### src/design/lrtc_pkg.sv
// ============================================================================
// lrtc_pkg: shared types and constants of the link retry timeout controller
// Holds the transfer payload structs, the code enums and the reset values of
// the configuration registers.
// ============================================================================
package lrtc_pkg;

    localparam int ID_BITS   = 8;
    localparam int STAT_BITS = 16;
    localparam int TIME_BITS = 32;
    localparam int TMO_BITS  = 20;
    localparam int RETRY_BITS = 7;
    localparam int CFG_IDX_BITS = 3;
    localparam int CFG_DATA_BITS = 20;

    localparam logic [TMO_BITS-1:0]   MASTER_TMO_RESET   = 20'd2000;
    localparam logic [TMO_BITS-1:0]   SLAVE_TMO_RESET    = 20'd10000;
    localparam logic [RETRY_BITS-1:0] MASTER_RETRY_RESET = 7'd50;
    localparam logic [RETRY_BITS-1:0] SLAVE_RETRY_RESET  = 7'd10;

    typedef enum logic [CFG_IDX_BITS-1:0] {
        CFG_IS_MASTER    = 3'd0,
        CFG_MASTER_TMO   = 3'd1,
        CFG_SLAVE_TMO    = 3'd2,
        CFG_MASTER_RETRY = 3'd3,
        CFG_SLAVE_RETRY  = 3'd4
    } t_cfg_idx;

    typedef enum logic [1:0] {
        PH_READY     = 2'd0,
        PH_SENDING   = 2'd1,
        PH_RECEIVING = 2'd2
    } t_phase;

    typedef enum logic [1:0] {
        FN_POLL    = 2'd0,
        FN_TX_DONE = 2'd1,
        FN_START   = 2'd2
    } t_func;

    typedef enum logic [1:0] {
        RX_INCOMPLETE = 2'd0,
        RX_INVALID    = 2'd1,
        RX_VALID      = 2'd2
    } t_rx_status;

    typedef enum logic [1:0] {
        ACT_NONE   = 2'd0,
        ACT_NEW    = 2'd1,
        ACT_RESEND = 2'd2
    } t_action;

    typedef enum logic [1:0] {
        EV_NONE      = 2'd0,
        EV_CONNECTED = 2'd1,
        EV_RESET     = 2'd2
    } t_event;

    typedef struct packed {
        logic [1:0]           func;
        logic [TIME_BITS-1:0] now_us;
        logic [1:0]           rx_status;
        logic [ID_BITS-1:0]   rx_transfer_id;
    } t_in_item;

    typedef struct packed {
        logic [1:0]           link_state;
        logic [1:0]           send_action;
        logic [ID_BITS-1:0]   tx_transfer_id;
        logic                 deliver_packet;
        logic                 rx_restart;
        logic                 connected;
        logic [1:0]           link_event;
        logic [STAT_BITS-1:0] timeout_total;
        logic [STAT_BITS-1:0] reset_total;
        logic [STAT_BITS-1:0] repeat_total;
        logic [STAT_BITS-1:0] rx_packet_total;
        logic [STAT_BITS-1:0] tx_done_total;
    } t_out_item;

endpackage

### src/design/link_retry_timeout_controller.sv
// ============================================================================
// link_retry_timeout_controller: half-duplex ping-pong link control
// Tracks ready/sending/receiving, retries on timeout or bad packets, detects
// repeated packets and keeps wrapping statistics.
// ============================================================================
// Each input transfer is one event (poll, transmit finished or start link).
// It is judged in the cycle it is accepted, the link state is updated at
// that clock edge and one result transfer is loaded into the output
// register. The only path is the 32-bit elapsed-time subtract and compare
// feeding the state and result registers, so a new event can be accepted
// in every cycle while results drain. The output register holds a
// result until it is taken, and the input side stays ready while the result
// drains in the same cycle, so a stall on the output side only blocks input
// while a result is actually waiting. Configuration registers are read on
// every event, so a role change takes effect on the next accepted transfer.
module link_retry_timeout_controller
    import lrtc_pkg::*;
(
    input  logic                     i_clk,
    input  logic                     i_rst_n,
    // configuration write port
    input  logic                     i_cfg_wr_en,
    input  logic [CFG_IDX_BITS-1:0]  i_cfg_index,
    input  logic [CFG_DATA_BITS-1:0] i_cfg_wdata,
    // event input channel
    input  logic                     i_in_valid,
    output logic                     o_in_ready,
    input  t_in_item                 i_in,
    // result output channel
    output logic                     o_out_valid,
    input  logic                     i_out_ready,
    output t_out_item                o_out
);

    // Configuration registers.
    logic                  r_is_master;
    logic [TMO_BITS-1:0]   r_master_tmo;
    logic [TMO_BITS-1:0]   r_slave_tmo;
    logic [RETRY_BITS-1:0] r_master_retry;
    logic [RETRY_BITS-1:0] r_slave_retry;

    // Link state.
    t_phase                r_phase,       n_phase;
    logic [RETRY_BITS-1:0] r_fail_count,  n_fail_count;
    logic                  r_link_up,     n_link_up;
    logic                  r_fresh,       n_fresh;
    logic [ID_BITS-1:0]    r_prev_rx_id,  n_prev_rx_id;
    logic [ID_BITS-1:0]    r_send_id,     n_send_id;
    logic [TIME_BITS-1:0]  r_rx_start,    n_rx_start;
    logic [STAT_BITS-1:0]  r_stat_tmo,    n_stat_tmo;
    logic [STAT_BITS-1:0]  r_stat_resets, n_stat_resets;
    logic [STAT_BITS-1:0]  r_stat_repeat, n_stat_repeat;
    logic [STAT_BITS-1:0]  r_stat_rx,     n_stat_rx;
    logic [STAT_BITS-1:0]  r_stat_txd,    n_stat_txd;

    // Output register.
    logic      r_out_valid;
    t_out_item r_out, n_out;

    logic                  in_fire;
    logic [TIME_BITS-1:0]  elapsed;
    logic [TMO_BITS-1:0]   tmo_limit;
    logic [RETRY_BITS-1:0] retry_limit;
    logic [RETRY_BITS:0]   fail_next;
    logic                  timed_out;
    logic                  fail;
    logic                  do_send;
    t_action               action;
    logic                  deliver;
    logic                  restart;
    t_event                link_ev;

    // Input is taken whenever the output register is empty or drains now.
    assign o_in_ready  = !r_out_valid || i_out_ready;
    assign in_fire     = i_in_valid && o_in_ready;
    assign o_out_valid = r_out_valid;
    assign o_out       = r_out;

    // Role-dependent limits and the wrapping elapsed time since receive start.
    assign tmo_limit   = r_is_master ? r_master_tmo   : r_slave_tmo;
    assign retry_limit = r_is_master ? r_master_retry : r_slave_retry;
    assign elapsed     = i_in.now_us - r_rx_start;
    assign timed_out   = elapsed > {{(TIME_BITS-TMO_BITS){1'b0}}, tmo_limit};
    assign fail_next   = {1'b0, r_fail_count} + {{RETRY_BITS{1'b0}}, 1'b1};

    always_comb begin
        n_phase       = r_phase;
        n_fail_count  = r_fail_count;
        n_link_up     = r_link_up;
        n_fresh       = r_fresh;
        n_prev_rx_id  = r_prev_rx_id;
        n_send_id     = r_send_id;
        n_rx_start    = r_rx_start;
        n_stat_tmo    = r_stat_tmo;
        n_stat_resets = r_stat_resets;
        n_stat_repeat = r_stat_repeat;
        n_stat_rx     = r_stat_rx;
        n_stat_txd    = r_stat_txd;
        fail          = 1'b0;
        do_send       = 1'b0;
        deliver       = 1'b0;
        restart       = 1'b0;
        link_ev       = EV_NONE;
        action        = ACT_NONE;

        case (i_in.func)
            FN_POLL: begin
                if (r_phase == PH_READY) begin
                    do_send = 1'b1;
                end else if (r_phase == PH_RECEIVING) begin
                    if (i_in.rx_status == RX_INVALID) begin
                        fail = 1'b1;
                    end else if (i_in.rx_status == RX_VALID) begin
                        n_stat_rx = r_stat_rx + 1'b1;
                        do_send   = 1'b1;
                        if (i_in.rx_transfer_id == r_prev_rx_id) begin
                            // Peer missed our last packet: repeat it.
                            n_stat_repeat = r_stat_repeat + 1'b1;
                        end else begin
                            n_prev_rx_id = i_in.rx_transfer_id;
                            if (!r_link_up) begin
                                n_link_up = 1'b1;
                                link_ev   = EV_CONNECTED;
                            end
                            deliver      = 1'b1;
                            n_fresh      = 1'b1;
                            n_fail_count = '0;
                        end
                    end else if (timed_out) begin
                        // Incomplete packet (or the unused status code).
                        n_stat_tmo = r_stat_tmo + 1'b1;
                        fail       = 1'b1;
                    end
                end
            end
            FN_TX_DONE: begin
                n_stat_txd = r_stat_txd + 1'b1;
                n_phase    = PH_RECEIVING;
                n_rx_start = i_in.now_us;
            end
            FN_START: begin
                if (r_is_master) begin
                    n_phase = PH_READY;
                end else begin
                    n_phase    = PH_RECEIVING;
                    n_rx_start = i_in.now_us;
                end
            end
            default: begin
            end
        endcase

        // Failure: count a retry, drop the connection once past the limit.
        if (fail) begin
            if (fail_next > {1'b0, retry_limit}) begin
                n_link_up     = 1'b0;
                n_fresh       = 1'b1;
                n_fail_count  = '0;
                n_stat_resets = r_stat_resets + 1'b1;
                link_ev       = EV_RESET;
            end else begin
                n_fail_count = fail_next[RETRY_BITS-1:0];
            end
            if (r_is_master) begin
                n_phase = PH_READY;
            end else begin
                n_phase    = PH_RECEIVING;
                n_rx_start = i_in.now_us;
                restart    = 1'b1;
            end
        end

        // Send: a fresh packet takes the next id, otherwise resend the last.
        if (do_send) begin
            n_phase = PH_SENDING;
            if (n_fresh) begin
                n_fresh   = 1'b0;
                n_send_id = r_send_id + 1'b1;
                action    = ACT_NEW;
            end else begin
                action = ACT_RESEND;
            end
        end

        n_out.link_state      = n_phase;
        n_out.send_action     = action;
        n_out.tx_transfer_id  = n_send_id;
        n_out.deliver_packet  = deliver;
        n_out.rx_restart      = restart;
        n_out.connected       = n_link_up;
        n_out.link_event      = link_ev;
        n_out.timeout_total   = n_stat_tmo;
        n_out.reset_total     = n_stat_resets;
        n_out.repeat_total    = n_stat_repeat;
        n_out.rx_packet_total = n_stat_rx;
        n_out.tx_done_total   = n_stat_txd;
    end

    // Configuration writes; indexes beyond the list are dropped.
    always_ff @(posedge i_clk) begin
        if (!i_rst_n) begin
            r_is_master    <= 1'b0;
            r_master_tmo   <= MASTER_TMO_RESET;
            r_slave_tmo    <= SLAVE_TMO_RESET;
            r_master_retry <= MASTER_RETRY_RESET;
            r_slave_retry  <= SLAVE_RETRY_RESET;
        end else if (i_cfg_wr_en) begin
            case (i_cfg_index)
                CFG_IS_MASTER:    r_is_master    <= i_cfg_wdata[0];
                CFG_MASTER_TMO:   r_master_tmo   <= i_cfg_wdata[TMO_BITS-1:0];
                CFG_SLAVE_TMO:    r_slave_tmo    <= i_cfg_wdata[TMO_BITS-1:0];
                CFG_MASTER_RETRY: r_master_retry <= i_cfg_wdata[RETRY_BITS-1:0];
                CFG_SLAVE_RETRY:  r_slave_retry  <= i_cfg_wdata[RETRY_BITS-1:0];
                default: begin
                end
            endcase
        end
    end

    // Link state updates only on an accepted transfer.
    always_ff @(posedge i_clk) begin
        if (!i_rst_n) begin
            r_phase       <= PH_RECEIVING;
            r_fail_count  <= '0;
            r_link_up     <= 1'b0;
            r_fresh       <= 1'b1;
            r_prev_rx_id  <= '0;
            r_send_id     <= '0;
            r_rx_start    <= '0;
            r_stat_tmo    <= '0;
            r_stat_resets <= '0;
            r_stat_repeat <= '0;
            r_stat_rx     <= '0;
            r_stat_txd    <= '0;
        end else if (in_fire) begin
            r_phase       <= n_phase;
            r_fail_count  <= n_fail_count;
            r_link_up     <= n_link_up;
            r_fresh       <= n_fresh;
            r_prev_rx_id  <= n_prev_rx_id;
            r_send_id     <= n_send_id;
            r_rx_start    <= n_rx_start;
            r_stat_tmo    <= n_stat_tmo;
            r_stat_resets <= n_stat_resets;
            r_stat_repeat <= n_stat_repeat;
            r_stat_rx     <= n_stat_rx;
            r_stat_txd    <= n_stat_txd;
        end
    end

    // Result register.
    always_ff @(posedge i_clk) begin
        if (!i_rst_n) begin
            r_out_valid <= 1'b0;
        end else if (in_fire) begin
            r_out_valid <= 1'b1;
        end else if (i_out_ready) begin
            r_out_valid <= 1'b0;
        end
    end

    always_ff @(posedge i_clk) begin
        if (in_fire) begin
            r_out <= n_out;
        end
    end

    // Every accepted event leaves a result waiting.
    a_result_follows: assert property (@(posedge i_clk) disable iff (!i_rst_n)
        in_fire |=> o_out_valid)
        else $error("accepted transfer produced no result");

    // A newly built packet always carries the next id.
    a_new_id: assert property (@(posedge i_clk) disable iff (!i_rst_n)
        in_fire && (n_out.send_action == ACT_NEW)
        |=> r_send_id == ID_BITS'($past(r_send_id) + 1'b1))
        else $error("new packet id is not the previous id plus one");

    // A delivered packet means the link is up and a fresh reply goes out.
    a_deliver: assert property (@(posedge i_clk) disable iff (!i_rst_n)
        o_out_valid && o_out.deliver_packet
        |-> o_out.connected && (o_out.send_action == ACT_NEW))
        else $error("delivered packet without connection or fresh reply");

    // A connection reset leaves the link down with a clean retry count.
    a_reset_event: assert property (@(posedge i_clk) disable iff (!i_rst_n)
        in_fire && (n_out.link_event == EV_RESET)
        |=> !r_link_up && (r_fail_count == '0) && r_fresh)
        else $error("connection reset left stale link state");

    // Link state moves only on an accepted transfer.
    a_phase_hold: assert property (@(posedge i_clk) disable iff (!i_rst_n)
        !in_fire |=> $stable(r_phase) && $stable(r_send_id))
        else $error("link state changed without an accepted transfer");

endmodule

### config.mk
export PLATFORM = sky130hd
export DESIGN_NAME = link_retry_timeout_controller
export DESIGN_NICKNAME = d
export VERILOG_FILES = /design/src/design/lrtc_pkg.sv /design/src/design/link_retry_timeout_controller.sv
export SDC_FILE = /design/constraint.sdc
export NUM_CORES = 1
export LEC_CHECK = 0
export ABC_AREA = 0
export BUFFER_PORTS_ARGS = -buffer_cell sky130_fd_sc_hd__buf_2
export CORE_MARGIN = 3
export CORE_UTILIZATION = 64
export DETAILED_ROUTE_END_ITERATION = 12
export PLACE_DENSITY_LB_ADDON = 0.08
export SLEW_MARGIN = 25
export SYNTH_ARGS = -nofsm -noshare
export SYNTH_HDL_FRONTEND = slang
export SYNTH_SLANG_ARGS = --single-unit
### constraint.sdc
create_clock -name i_clk -period 14.9 [get_ports i_clk]
set_input_delay 0.745 -clock i_clk [delete_from_list [all_inputs] [get_ports i_clk]]
set_output_delay 0.745 -clock i_clk [all_outputs]
set_load 0.02 [all_outputs]
==> impl_results.md <==
- Syn Area/Cell: 9.28 µm²
- P_leak: roughly 6.8 nW
- Crit path max fanout: 32
- Gr ovfl total: 0
- CTS buffer count: 31
- Worst Skew: 0.0166 ns
- Port bufs: 170
- Top-area cell type share of the netlist area: 0.255
- Wire per inst: 16.8 µm
- CP Class: flop to flop
- DPL Wire Length: 24500 µm
- R2r setup slk: approximately 8.3 ns
- Ys flop type: dfxtp_1
- Max-slew headroom: 0.326
- Clk sinks: ~290
- CTS tree: done
- RePlAce Congestion: 0.941
- Drt pass-1 iters: 7
- Total GRT Usage: 0.266
- Die width: 161 µm
- Overall die height: 161 µm
- Library cells used by synthesis: 77
- Die Area: 25800 µm²
- Layout area overhead: 13.2%
- Worst Path Required: 15.39 ns
- Commonest non-fill, non-tap cell in the layout: nand2_1
- Pwr/cell area: 111 nW/µm²
- DR vias/cell: 5.97
- Residual DRC: 0
- Layout cells sized above 1: 0.147
- Hold Path Depth: 3
- Total number of vias: 12600
- Initial core utilization: 0.664
- Number of flops mapped to enable cells by yosys: 97
- Longest Clk Path Bufs: 3
- Std cell rows: 55
- CORE AREA: 23100 µm²
- Seq cells post-synth: 292
- Period utilisation layout: 0.441
- Setup TNS: 0 ns
- First-pass GRT wire length: between 50000 and 60000 µm
- Cell Area, Synth: 15300 µm²
- DR iter-0 viols: 827
- Fmax: 152 MHz
- Synth area leaders: dfxtp_1 (25%), edfxtp_1 (19%), xor2_1 (5.6%)
- HP Class: input port to flop
- Synth Instances: around 1700
- Synth area leader: dfxtp_1
- Post-CTS Setup Repair Bufs: 0
- Post-route ant nets: 0
- Post-Route WL: 35600 µm
- Fin. max-slew vios: 0
- Clock root buffer: clkbuf_16
- Initial antenna violation count: 0
- Crit end category: flop
- WP data arrival: between 7 and 8 ns
- Largest net degree at the start of global routing: 74
- Async S/R FF share, synth: 0
- Max-cap viol count: 0
- VDD IR max: 0.0954 mV
- # nets final: 1918
- Status: finished clean
- Final setup vio count: 0
- Min-delay src: i_cfg_wdata[8]
- Worst slew pin tran: 1.01 ns
- Clk slew on worst S/H paths: 0.06 ns
- Post-route minimum period: 6.57 ns
- Worst-skew pair later-pin latency: 0.56 ns
- H-tree depth: 1
- Final core occ: 0.752
- Synth Warn #: 0
- Sequential-to-total area share from yosys stat: 0.445
- Final hold vios: 0
- Syn_nets: 1791
- CTS resizes: 0
- Ports: 171
- WHS: just over 0.4 ns
- RSZ-0062 raised after global routing: false
- Vias in the first global route: 11700
- RR Endpoint: r_rx_start[14]
- Worst hold endpoint: r_master_tmo[8]
- Critical R2R Launch: r_rx_start[3]
- Highest-count cells in the layout ignoring fill and taps: nand2_1 (227), dfxtp_1 (195), buf_2 (170)
- Worst reg2reg path depth: 24
- Worst Setup Start Kind: flop
- # diodes: 0
- CTS Hold Bufs: 0
power by group:
part / switching (mW) / internal [mW] / total (mW)
clock: 0.320 / 0.500 / 0.821
sequential: 0.0109 / 0.847 / 0.857
combinational: 0.159 / 0.0830 / 0.242
synth_stat cells, drive strengths merged (6+ instances only):
| master | n |
|---|---|
| a211oi | 10 |
| a21o | 13 |
| a21oi | 127 |
| a31oi | 9 |
| a32o | 33 |
| and2 | 6 |
| and3 | 24 |
| and4 | 7 |
| buf | 23 |
| clkbuf | 61 |
| dfxtp | 195 |
| edfxtp | 97 |
| ha | 68 |
| inv | 57 |
| mux2 | 7 |
| mux2i | 41 |
| nand2 | 228 |
| nand2b | 16 |
| nand3 | 64 |
| nand4 | 35 |
| nor2 | 127 |
| nor2b | 7 |
| nor3 | 27 |
| nor4 | 15 |
| o211ai | 8 |
| o21a | 9 |
| o21ai | 57 |
| o31ai | 17 |
| or2 | 7 |
| or3 | 29 |
| or4 | 16 |
| xnor2 | 57 |
| xor2 | 98 |
worst max-delay path by stage:
stage | start | endpoint | depth (start not counted)
CTS | r_rx_start[3] | r_rx_start[14] | 24
detailed placement | i_in[13] | r_rx_start[14] | 24
floorplan | i_in[13] | o_out[52] | 25
global route | r_rx_start[3] | r_rx_start[14] | 24
global placement | i_in[13] | o_out[86] | 24
finish | r_rx_start[3] | r_rx_start[14] | 24
final cells by class:
| type | count | area [µm²] |
|---|---|---|
| clock buffer | 37 | 828 |
| timing repair buffer | 178 | 911 |
| inverter | 59 | 226 |
| tap | 313 | 392 |
| sequential | 292 | 6820 |
| clock inverter | 21 | 273 |
| fill | 1664 | 5710 |
| multi-input combinational | 1215 | 7890 |
kinds of logic (layout without fill, tap and decap cells):
| kind of cell | count (synthesis) | after routing | share of synthesized area |
|---|---|---|---|
| simple gates | 618 | 618 | 0.192 |
| compound gates | 325 | 325 | 0.146 |
| flops | 292 | 292 | 0.445 |
| xor+xnor | 155 | 155 | 0.0886 |
| buf+inv | 143 | 295 | 0.0400 |
| fa+ha+maj | 69 | 69 | 0.0569 |
| mux | 48 | 48 | 0.0319 |
per-stage QoR:
step                      total power, mW  instance area, µm²  std cells  setup WS [ns]
after floorplan                      1.04               15300       1650           8.93
final                                1.92               17300       2115           8.33
after global routing                 1.99               17300       2115           7.85
after detailed placement             1.11               16200       2057           7.93
after CTS                            1.93               17300       2115           8.37
after global placement               1.11               16200       2057           8.22
metal layers:
layer / vias to the layer above / wire, µm / global-route usage
li1: 6178 / - / -
met1: 6014 / 16300 / 0.386
met2: 387 / 16500 / 0.431
met3: 55 / 2140 / 0.0325
met4: 0 / 673 / 0.0563
met5: - / 0 / 0
sequential cells by signal (all words and copies together), names as in the netlist, 16 cells and up:
name           cells
o_out             97
r_stat_tmo        16
r_stat_rx         16
r_rx_start        32
r_stat_txd        16
r_stat_repeat     16
r_slave_tmo       20
r_stat_resets     16
r_master_tmo      20
critical path: stages, from the launching register on:
cell      delay, ns
dfxtp_1        0.33
inv_1          0.04
ha_1           0.32
and2_1         0.20
a221oi_2       0.36
a211oi_1       0.17
nor2_1         0.19
o21ai_0        0.16
a21oi_1        0.26
nor2b_1        0.07
o21ai_0        0.16
nand2b_1       0.09
xor2_1         0.16
ha_1           0.35
a21oi_1        0.15
o21ai_1        0.09
or3_1          0.35
or4_1          0.52
a2111o_1       0.43
nor4_1         0.27
and4_4         0.33
nand3_2        0.18
nand3b_4       0.24
a31oi_4        0.82
a32o_1         0.22
Power figures use the tool's default switching activity.
